===== src/design/imm_pkg.sv =====
// Shared constants, types and helpers for the integer matrix multiplier.
package imm_pkg;

  localparam int MAX_DIM    = 8;
  localparam int ELEM_WIDTH = 16;
  localparam int DIM_W      = 4;
  localparam int IDX_W      = 3;
  localparam int ADDR_W     = 6;
  localparam int CNT_W      = 7;
  localparam int MUL_W      = 2 * ELEM_WIDTH;
  localparam int PROD_W     = 36;
  localparam int DEPTH      = MAX_DIM * MAX_DIM;
  localparam int CFG_IDX_W  = 2;

  localparam logic [CFG_IDX_W-1:0] REG_ROWS_A = 2'd0;
  localparam logic [CFG_IDX_W-1:0] REG_COLS_A = 2'd1;
  localparam logic [CFG_IDX_W-1:0] REG_ROWS_B = 2'd2;
  localparam logic [CFG_IDX_W-1:0] REG_COLS_B = 2'd3;

  localparam logic MODE_A = 1'b0;
  localparam logic MODE_B = 1'b1;

  typedef enum logic [1:0] {
    STAT_PRODUCT  = 2'd0,
    STAT_MISMATCH = 2'd1,
    STAT_FULL     = 2'd2
  } status_t;

  // Control into the multiply-accumulate unit.
  typedef struct packed {
    logic valid;  // operand data present this cycle
    logic last;   // operand pair closes the dot product
    logic clear;  // zero the accumulator
  } mac_ctl_t;

  // Clamp a dimension register into 1..MAX_DIM.
  function automatic logic [DIM_W-1:0] eff_dim(input logic [DIM_W-1:0] v);
    logic [DIM_W-1:0] res;
    if (v == '0) res = DIM_W'(1);
    else if (v > DIM_W'(MAX_DIM)) res = DIM_W'(MAX_DIM);
    else res = v;
    return res;
  endfunction

endpackage


===== src/design/imm_if.sv =====
// Valid/ready channel interfaces for the input elements and the result items.
interface imm_in_if import imm_pkg::*; ();
  logic                         valid;
  logic                         ready;
  logic                         mode;
  logic signed [ELEM_WIDTH-1:0] element;

  modport source(output valid, output mode, output element, input ready);
  modport sink(input valid, input mode, input element, output ready);
endinterface

interface imm_out_if import imm_pkg::*; ();
  logic                     valid;
  logic                     ready;
  logic [IDX_W-1:0]         row;
  logic [IDX_W-1:0]         col;
  logic signed [PROD_W-1:0] product;
  logic                     last;
  status_t                  status;

  modport source(output valid, output row, output col, output product, output last,
                 output status, input ready);
  modport sink(input valid, input row, input col, input product, input last,
               input status, output ready);
endinterface


===== src/design/imm_mac.sv =====
// Shared multiply-accumulate unit: registered product, then a 36-bit accumulator.
module imm_mac import imm_pkg::*; (
  input  logic                         clk,
  input  logic                         rst_n,
  input  mac_ctl_t                     ctl,
  input  logic signed [ELEM_WIDTH-1:0] a_data,
  input  logic signed [ELEM_WIDTH-1:0] b_data,
  output logic signed [PROD_W-1:0]     acc,
  output logic                         done
);

  logic signed [MUL_W-1:0]  prod_r;
  logic                     prod_valid_r;
  logic                     prod_last_r;
  logic signed [PROD_W-1:0] acc_r;
  logic signed [PROD_W-1:0] acc_nxt;

  always_ff @(posedge clk) begin
    prod_r <= a_data * b_data;
  end

  always_ff @(posedge clk) begin
    if (!rst_n) begin
      prod_valid_r <= 1'b0;
      prod_last_r  <= 1'b0;
    end else begin
      prod_valid_r <= ctl.valid;
      prod_last_r  <= ctl.valid & ctl.last;
    end
  end

  // Sums wrap modulo 2^36.
  always_comb begin
    if (ctl.clear) acc_nxt = '0;
    else if (prod_valid_r) acc_nxt = acc_r + PROD_W'(prod_r);
    else acc_nxt = acc_r;
  end

  always_ff @(posedge clk) begin
    if (!rst_n) begin
      acc_r <= '0;
    end else begin
      acc_r <= acc_nxt;
    end
  end

  assign acc  = acc_r;
  assign done = prod_valid_r & prod_last_r;

endmodule


===== src/design/integer_matrix_multiply.sv =====
// Top level of the integer matrix multiplier: loader, sequencer, stores and result register.
//
// Matrix A (rows_a x cols_a) and matrix B (rows_b x cols_b) are loaded one element per
// input transaction in row-major order; mode selects the target matrix. A transaction
// sent while cols_a differs from rows_b is dropped and answered by one result with status
// mismatch; one sent to a matrix that already holds its full size is dropped and answered
// by one result with status full. The transaction that completes both matrices starts
// the product burst: for each row r and column c the block streams k = 0..cols_a-1
// through the single 16x16 multiplier and accumulator, one operand pair per cycle from
// one read port on each store, then emits the 36-bit sum with row, col and last. Each
// product element passes issue, store read, product register and accumulator before it
// is emitted; an output stall holds the burst, and input ready is low for all of it.
// After the burst both matrices are empty. Dimension registers read 0 as 1 and values
// above 8 as 8. Write them only while the block is idle.
module integer_matrix_multiply import imm_pkg::*; (
  input  logic                 clk,
  input  logic                 rst_n,
  imm_in_if.sink               in_ch,
  imm_out_if.source            out_ch,
  input  logic                 cfg_we,
  input  logic [CFG_IDX_W-1:0] cfg_idx,
  input  logic [DIM_W-1:0]     cfg_data
);

  typedef enum logic [3:0] {
    S_IDLE  = 4'b0001,
    S_CALC  = 4'b0010,
    S_DRAIN = 4'b0100,
    S_EMIT  = 4'b1000
  } state_t;

  // Configuration registers
  logic [DIM_W-1:0] rows_a_r, cols_a_r, rows_b_r, cols_b_r;

  always_ff @(posedge clk) begin
    if (!rst_n) begin
      rows_a_r <= DIM_W'(1);
      cols_a_r <= DIM_W'(1);
      rows_b_r <= DIM_W'(1);
      cols_b_r <= DIM_W'(1);
    end else if (cfg_we) begin
      case (cfg_idx)
        REG_ROWS_A: rows_a_r <= cfg_data;
        REG_COLS_A: cols_a_r <= cfg_data;
        REG_ROWS_B: rows_b_r <= cfg_data;
        REG_COLS_B: cols_b_r <= cfg_data;
        default:    rows_a_r <= rows_a_r;
      endcase
    end
  end

  logic [DIM_W-1:0] ra, ca, rb, cb;
  logic [CNT_W-1:0] size_a, size_b;
  logic [IDX_W-1:0] ra_last, ca_last, cb_last;

  assign ra      = eff_dim(rows_a_r);
  assign ca      = eff_dim(cols_a_r);
  assign rb      = eff_dim(rows_b_r);
  assign cb      = eff_dim(cols_b_r);
  assign size_a  = CNT_W'(ra) * CNT_W'(ca);
  assign size_b  = CNT_W'(rb) * CNT_W'(cb);
  assign ra_last = IDX_W'(ra - DIM_W'(1));
  assign ca_last = IDX_W'(ca - DIM_W'(1));
  assign cb_last = IDX_W'(cb - DIM_W'(1));

  // Sequencer state
  state_t           state_r, state_nxt;
  logic [CNT_W-1:0] count_a_r, count_a_nxt, count_b_r, count_b_nxt;
  logic [IDX_W-1:0] r_r, r_nxt, c_r, c_nxt, k_r, k_nxt;

  // Result register
  logic                     out_valid_r, out_valid_nxt;
  logic [IDX_W-1:0]         out_row_r, out_col_r;
  logic signed [PROD_W-1:0] out_product_r;
  logic                     out_last_r;
  status_t                  out_status_r;

  logic                     out_load;
  logic [IDX_W-1:0]         load_row, load_col;
  logic signed [PROD_W-1:0] load_product;
  logic                     load_last;
  status_t                  load_status;

  logic out_free, in_fire;
  logic mismatch, full_a, full_b, we_a, we_b, run_done;
  logic issue, issue_last, final_elem;
  logic [CNT_W-1:0] next_a, next_b;

  // Multiply-accumulate unit hookup
  mac_ctl_t                     mac_ctl;
  logic signed [PROD_W-1:0]     mac_acc;
  logic                         mac_done;
  logic signed [ELEM_WIDTH-1:0] rd_a_r, rd_b_r;
  logic                         rd_valid_r, rd_last_r;

  assign out_free = !out_valid_r || out_ch.ready;
  assign in_ch.ready = (state_r == S_IDLE) && out_free;
  assign in_fire  = in_ch.valid && in_ch.ready;

  assign mismatch = (ca != rb);
  assign full_a   = (count_a_r >= size_a);
  assign full_b   = (count_b_r >= size_b);
  assign we_a     = in_fire && !mismatch && (in_ch.mode == MODE_A) && !full_a;
  assign we_b     = in_fire && !mismatch && (in_ch.mode == MODE_B) && !full_b;
  assign next_a   = we_a ? count_a_r + CNT_W'(1) : count_a_r;
  assign next_b   = we_b ? count_b_r + CNT_W'(1) : count_b_r;
  assign run_done = (we_a || we_b) && (next_a >= size_a) && (next_b >= size_b);

  assign issue      = (state_r == S_CALC);
  assign issue_last = (k_r == ca_last);
  assign final_elem = (r_r == ra_last) && (c_r == cb_last);

  always_comb begin
    state_nxt    = state_r;
    count_a_nxt  = next_a;
    count_b_nxt  = next_b;
    r_nxt        = r_r;
    c_nxt        = c_r;
    k_nxt        = k_r;
    out_load     = 1'b0;
    load_row     = '0;
    load_col     = '0;
    load_product = '0;
    load_last    = 1'b0;
    load_status  = STAT_PRODUCT;
    mac_ctl      = '{valid: rd_valid_r, last: rd_last_r, clear: 1'b0};

    case (state_r)
      S_IDLE: begin
        if (in_fire) begin
          if (mismatch) begin
            out_load    = 1'b1;
            load_status = STAT_MISMATCH;
          end else if ((in_ch.mode == MODE_A && full_a) ||
                       (in_ch.mode == MODE_B && full_b)) begin
            out_load    = 1'b1;
            load_status = STAT_FULL;
          end else if (run_done) begin
            state_nxt = S_CALC;
            r_nxt     = '0;
            c_nxt     = '0;
            k_nxt     = '0;
          end
        end
      end
      S_CALC: begin
        // Issue one operand pair per cycle along k.
        if (issue_last) begin
          k_nxt     = '0;
          state_nxt = S_DRAIN;
        end else begin
          k_nxt = k_r + IDX_W'(1);
        end
      end
      S_DRAIN: begin
        if (mac_done) state_nxt = S_EMIT;
      end
      S_EMIT: begin
        if (out_free) begin
          out_load      = 1'b1;
          load_row      = r_r;
          load_col      = c_r;
          load_product  = mac_acc;
          load_last     = final_elem;
          load_status   = STAT_PRODUCT;
          mac_ctl.clear = 1'b1;
          if (final_elem) begin
            count_a_nxt = '0;
            count_b_nxt = '0;
            state_nxt   = S_IDLE;
          end else begin
            state_nxt = S_CALC;
            if (c_r == cb_last) begin
              c_nxt = '0;
              r_nxt = r_r + IDX_W'(1);
            end else begin
              c_nxt = c_r + IDX_W'(1);
            end
          end
        end
      end
      default: state_nxt = S_IDLE;
    endcase
  end

  always_ff @(posedge clk) begin
    if (!rst_n) begin
      state_r    <= S_IDLE;
      count_a_r  <= '0;
      count_b_r  <= '0;
      r_r        <= '0;
      c_r        <= '0;
      k_r        <= '0;
      rd_valid_r <= 1'b0;
      rd_last_r  <= 1'b0;
    end else begin
      state_r    <= state_nxt;
      count_a_r  <= count_a_nxt;
      count_b_r  <= count_b_nxt;
      r_r        <= r_nxt;
      c_r        <= c_nxt;
      k_r        <= k_nxt;
      rd_valid_r <= issue;
      rd_last_r  <= issue && issue_last;
    end
  end

  // Element stores: one write port (load), one registered read port (burst).
  logic [CNT_W-1:0]  addr_a_full, addr_b_full;
  logic [ADDR_W-1:0] rd_addr_a, rd_addr_b;

  assign addr_a_full = CNT_W'(r_r) * CNT_W'(ca) + CNT_W'(k_r);
  assign addr_b_full = CNT_W'(k_r) * CNT_W'(cb) + CNT_W'(c_r);
  assign rd_addr_a   = addr_a_full[ADDR_W-1:0];
  assign rd_addr_b   = addr_b_full[ADDR_W-1:0];

  logic signed [ELEM_WIDTH-1:0] store_a [DEPTH];
  logic signed [ELEM_WIDTH-1:0] store_b [DEPTH];

  always_ff @(posedge clk) begin
    if (we_a) store_a[count_a_r[ADDR_W-1:0]] <= in_ch.element;
    rd_a_r <= store_a[rd_addr_a];
  end

  always_ff @(posedge clk) begin
    if (we_b) store_b[count_b_r[ADDR_W-1:0]] <= in_ch.element;
    rd_b_r <= store_b[rd_addr_b];
  end

  imm_mac u_mac (
    .clk    (clk),
    .rst_n  (rst_n),
    .ctl    (mac_ctl),
    .a_data (rd_a_r),
    .b_data (rd_b_r),
    .acc    (mac_acc),
    .done   (mac_done)
  );

  // Result register: load on a new result, drop once the sink takes it.
  always_comb begin
    if (out_load) out_valid_nxt = 1'b1;
    else if (out_ch.ready) out_valid_nxt = 1'b0;
    else out_valid_nxt = out_valid_r;
  end

  always_ff @(posedge clk) begin
    if (!rst_n) begin
      out_valid_r <= 1'b0;
    end else begin
      out_valid_r <= out_valid_nxt;
    end
  end

  always_ff @(posedge clk) begin
    if (out_load) begin
      out_row_r     <= load_row;
      out_col_r     <= load_col;
      out_product_r <= load_product;
      out_last_r    <= load_last;
      out_status_r  <= load_status;
    end
  end

  assign out_ch.valid   = out_valid_r;
  assign out_ch.row     = out_row_r;
  assign out_ch.col     = out_col_r;
  assign out_ch.product = out_product_r;
  assign out_ch.last    = out_last_r;
  assign out_ch.status  = out_status_r;

endmodule


===== src/flat_wrapper.sv =====
// flat-port wrapper written by rule: the top's interface ports become plain ports
module integer_matrix_multiply_flat import imm_pkg::*;
  (clk, rst_n, cfg_we, cfg_idx, cfg_data, in_ch_valid, in_ch_mode, in_ch_element, in_ch_ready, out_ch_valid, out_ch_row, out_ch_col, out_ch_product, out_ch_last, out_ch_status, out_ch_ready);
  imm_in_if in_ch_i ();
  imm_out_if out_ch_i ();
  input  logic clk;
  input  logic rst_n;
  input  logic cfg_we;
  input  logic [CFG_IDX_W-1:0] cfg_idx;
  input  logic [DIM_W-1:0] cfg_data;
  input wire logic [$bits(in_ch_i.valid)-1:0] in_ch_valid;
  input wire logic [$bits(in_ch_i.mode)-1:0] in_ch_mode;
  input wire logic [$bits(in_ch_i.element)-1:0] in_ch_element;
  output wire logic [$bits(in_ch_i.ready)-1:0] in_ch_ready;
  output wire logic [$bits(out_ch_i.valid)-1:0] out_ch_valid;
  output wire logic [$bits(out_ch_i.row)-1:0] out_ch_row;
  output wire logic [$bits(out_ch_i.col)-1:0] out_ch_col;
  output wire logic [$bits(out_ch_i.product)-1:0] out_ch_product;
  output wire logic [$bits(out_ch_i.last)-1:0] out_ch_last;
  output wire logic [$bits(out_ch_i.status)-1:0] out_ch_status;
  input wire logic [$bits(out_ch_i.ready)-1:0] out_ch_ready;
  assign in_ch_i.valid = in_ch_valid;
  assign in_ch_i.mode = in_ch_mode;
  assign in_ch_i.element = in_ch_element;
  assign in_ch_ready = in_ch_i.ready;
  assign out_ch_valid = out_ch_i.valid;
  assign out_ch_row = out_ch_i.row;
  assign out_ch_col = out_ch_i.col;
  assign out_ch_product = out_ch_i.product;
  assign out_ch_last = out_ch_i.last;
  assign out_ch_status = out_ch_i.status;
  assign out_ch_i.ready = out_ch_ready;
  integer_matrix_multiply u_core (.clk(clk), .rst_n(rst_n), .in_ch(in_ch_i), .out_ch(out_ch_i), .cfg_we(cfg_we), .cfg_idx(cfg_idx), .cfg_data(cfg_data));
endmodule

===== config.mk =====
export PLATFORM = sky130hd
export DESIGN_NAME = integer_matrix_multiply_flat
export DESIGN_NICKNAME = d
export VERILOG_FILES = /design/src/design/imm_pkg.sv /design/src/design/imm_if.sv /design/src/design/imm_mac.sv /design/src/design/integer_matrix_multiply.sv /design/src/flat_wrapper.sv
export SDC_FILE = /design/constraint.sdc
export NUM_CORES = 2
export LEC_CHECK = 0
export BUFFER_PORTS_ARGS = -buffer_cell sky130_fd_sc_hd__buf_2
export CAP_MARGIN = 5
export CORE_ASPECT_RATIO = 1.2
export CORE_MARGIN = 5
export CORE_UTILIZATION = 47
export CTS_CLUSTER_SIZE = 25
export DETAILED_ROUTE_END_ITERATION = 10
export PLACE_DENSITY = 0.58
export SLEW_MARGIN = 0
export SYNTH_ARGS = -nofsm -noshare
export SYNTH_HDL_FRONTEND = slang
export SYNTH_SLANG_ARGS = --single-unit

===== constraint.sdc =====
create_clock -name clk -period 9.7 [get_ports clk]
set_clock_uncertainty 0.2 [all_clocks]
set_input_delay 0.485 -clock clk [delete_from_list [all_inputs] [get_ports clk]]
set_output_delay 0.485 -clock clk [all_outputs]
set_load 0.01 [all_outputs]

==> metrics.md <==
| Metric | Value |
|---|---|
| Outcome | completed |
| Top post-synthesis cells by area | edfxtp_1 64%, mux4_2 15%, fa_1 5.7%, dfxtp_1 3.0%, ha_1 2.4% |
| Yosys reg bits | between 2000 and 2500 |
| Worst Hold Class | in2reg |
| Sequential cell area | 65800 um^2 |
| Critical path, cell by cell | inv_1 > nand2_1 > nor2_1 > fa_1 > fa_1 > fa_1 > xnor2_1 > ha_1 > or3_1 > o221a_2 > a2111oi_4 > nand4_1 > buf_4 > xnor2_1 > ha_1 > nand2_1 > o21ai_0 > nand2_1 > a31oi_1 > maj3_2 > and2_1 > a2bb2oi_2 > a311oi_2 |
| Remaining antenna violation count after routing | 0 |
| Die Ht | 511 um |
| First-pass DRT Iterations | 5 |
| FF-to-FF End | u_core.k_r[2] |
| Switching share of power | 0.328 |
| Core area | approximately 210000 um^2 |
| Area of placed instances | 103000 um^2 |
| Setup slack, reg-to-reg | 2600 ps |
| Ys flop type | edfxtp_1 |
| Num rows | between 150 and 200 |
| Post-synthesis async set-or-reset flop share | 0 |
| Initial detailed-routing violation count | 4312 |
| Worst Max-Slew Pin Slew | 1240 ps |
| Post-CTS setup buffer count | 0 |
| Post-synth EDFFs | 2093 |
| Crit path capture type | flip-flop |
| CP peak stage delay | about 920 ps |
| Psw | 0.00985 W |
| IO Pins | 75 |
| Die Footprint | about 220000 um^2 |
| Count leader, synth | edfxtp_1 |
| Max rail drop VDD | 0.000755 V |
| CP arrival | approximately 7600 ps |
| H-tree levels | 4 |
| Setup slack after layout | 2600 ps |
| Initial cell density of the core | 0.473 |
| CP max stage cell | a2111oi_4 |
| CTS tree | done |
| Syn Std Cell Area | 98200 um^2 |
| Pleak | 36.6 nW |
| Via count | about 49000 |
| Fin Setup TNS | 0 ps |
| DRC violations left | 0 |
| Tcrit/Tclk final | 0.732 |
| Post-Synthesis Cells | around 5300 |
| Pwr/cell area | 273 nW/um^2 |
| Syn_nets | 5750 |
| Worst reg2reg startpoint | u_core.cols_a_r[3] |
| F_max | 141 MHz |
| Synth-to-Final Area Change | 11.9% |
| Met2 usage | 0.347 |
| Post-synthesis sequential area ratio | 0.670 |
| Layout cell share with drive strength beyond 1 | 0.218 |
| Clock power frac | 0.274 |
| Clock-pin slew of the registers on the worst-case setup and hold paths | approximately 70 ps |
| M1 GR Usage | 0.308 |
| Commonest cells in the netlist | 2093 x edfxtp_1, 640 x mux4_2, 321 x inv_1 |
| Period minus WS final | 7100 ps |
| Port Buffer Count | 74 |
| Slew margin rel. | 0.170 |
| Vias in the first global route | 50400 |
| Global-route congestion overflow total | 0 |
| Post-synthesis area per instance | about 19 um^2 |
| Avg WL per Cell | 27.7 um |
| Bufs on Longest Clock Path | 3 |
| Max Cap Violations | 0 |
| Clock sink total | around 2200 |
| Die width | around 430 um |
| Netlist cell types | 80 |
| Synth area leader | edfxtp_1 |
| Global-route wire length before repair | 345 mm |
| FILL cells | 16500 |
| Worst r2r path cells | 23 |
| Hold Path Depth | 1 |
| CP max FO | 13 |
| Area of the multi-input gates | 30500 um^2 |
| Post-synth top area share | 0.640 |
| Max-slew violations | 0 |
| Kind of critical path | reg2reg |
| Sequential share of power | 0.368 |
| Busiest grt layer | met2 |
| Internal power | 0.0202 W |
| Setup violators final | 0 |
| Place WS | 2640 ps |
| Buffers & Inverters on Critical Path | 2 |
| Number of CTS-inserted buffers | 217 |
| Initial antenna violation count | 12 |
| CP Launch Type | flip-flop |
| Nets | 5982 |
| Min-delay src | in_ch_element[15] |
| GRT Overall Usage | 0.216 |
| Combinational fraction of design power | 0.359 |
| Required time worst endpoint | 10180 ps |
| Post-route cell area | approximately 110000 um^2 |
| Gp weighted congestion | 0.808 |
| Via density | 5.74 |
| Clk root buf | clkbuf_16 |
| Yosys warning total | 0 |
| Unrepaired setup endpoints after global routing | no |
| DPL Wire Length | 147 mm |
| Crit path launch | u_core.cols_a_r[3] |
| Largest net degree at the start of global routing | approximately 120 |
| Final Hold Vio Count | 0 |
| Top Family by Delay on Critical Path | adder cells |
| Min-Delay Endpoint | u_core.store_a[11][15] |
| GR met3 Demand/Resource | 0.0397 |
| Clk_lat worst skew | 860 ps |
| Routed WL | ~230 mm |
## cell families after synthesis
logic type / Yosys count / synth area share
and+or+nand+nor: 849 / 0.0426
DFF: 2241 / 0.670
muxes: 705 / 0.153
xor gates and xnor gates: 106 / 0.00945
AOI/OAI and AO/OA: 328 / 0.0219
adders and majority gates: 467 / 0.0808
buffers and inverters: 560 / 0.0216
## routing by layer
layer  routed length, um  share of wire
met1               99300           0.42
met2              114000           0.49
met5                  61        0.00026
met3               14500          0.062
met4                5730          0.024
## flip-flops by register name, summed over array words and instances (netlist names), 7 cells and up
signal,cells
u_core.count_b_r,7
u_core.rd_a_r,16
u_core.u_mac.prod_r,32
u_core.u_mac.acc,36
u_core.store_b,1024
u_core.store_a,1024
u_core.out_ch.product,36
u_core.rd_b_r,16
u_core.count_a_r,7
## power groups by stage
| stage | Clock [W] | Combinational (W) | Sequential [W] |
|---|---|---|---|
| after floorplan | 0 | 0.00823 | 0.0112 |
| after global placement | 0 | 0.0108 | 0.0112 |
| after detailed placement | 0 | 0.0108 | 0.0112 |
| after CTS | 0.00840 | 0.0109 | 0.0110 |
| after global routing | 0.00881 | 0.0122 | 0.0110 |
| final | 0.00822 | 0.0108 | 0.0110 |
## how the worst max path moves through the flow
stage / depth (start not counted) / end / slack [ps]
2_1_floorplan: 13 / u_core.out_ch.col[0] / 2160
4_1_cts: 23 / u_core.k_r[2] / 2600
6_report: 23 / u_core.k_r[2] / 2600
3_5_place_dp: 23 / u_core.k_r[2] / 2640
5_1_grt: 22 / u_core.r_r[0] / 2120
3_3_place_gp: 23 / u_core.c_r[0] / 2740
## repair_timing
item	CTS	global route
endpoints found under the hold margin	576	0
hold buffers	27	0
endpoints found under the setup margin	0	0
resized for setup	0	0
## cell usage in the layout, fill, tap and decap left out, types with 130 or more instances in the layout
cell / n
inv_1: 321
fa_1: 277
nand2_1: 206
clkbuf_16: 217
dfxtp_1: 148
and2_1: 130
mux4_2: 640
nor2_1: 237
edfxtp_1: 2093
ha_1: 183
buf_4: 156
## final cells by class
| class | instances | area share |
|---|---|---|
| Clock buffer | 270 | 0.0514 |
| Clock inverter | 134 | 0.0119 |
| Tap cell | 2775 | 0.0316 |
| Multi-Input combinational cell | 2455 | 0.278 |
| Timing Repair Buffer | 251 | 0.0176 |
| Sequential cell | 2241 | 0.599 |
| Inverter | 322 | 0.0110 |
| Antenna cell | 5 | 0.000114 |
## through the flow
step | hold slack (ps) | std cells | total power, W | utilization
finish | 21.8 | 8453 | 0.0300 | 0.530
global route | 7.29 | 8449 | 0.0321 | 0.530
CTS | 14.0 | 8448 | 0.0304 | 0.530
detailed placement | 248 | 8017 | 0.0221 | 0.495
global placement | 241 | 8017 | 0.0220 | 0.495
floorplan | 228 | 5256 | 0.0194 | -
(Power assumes the default switching activity.)
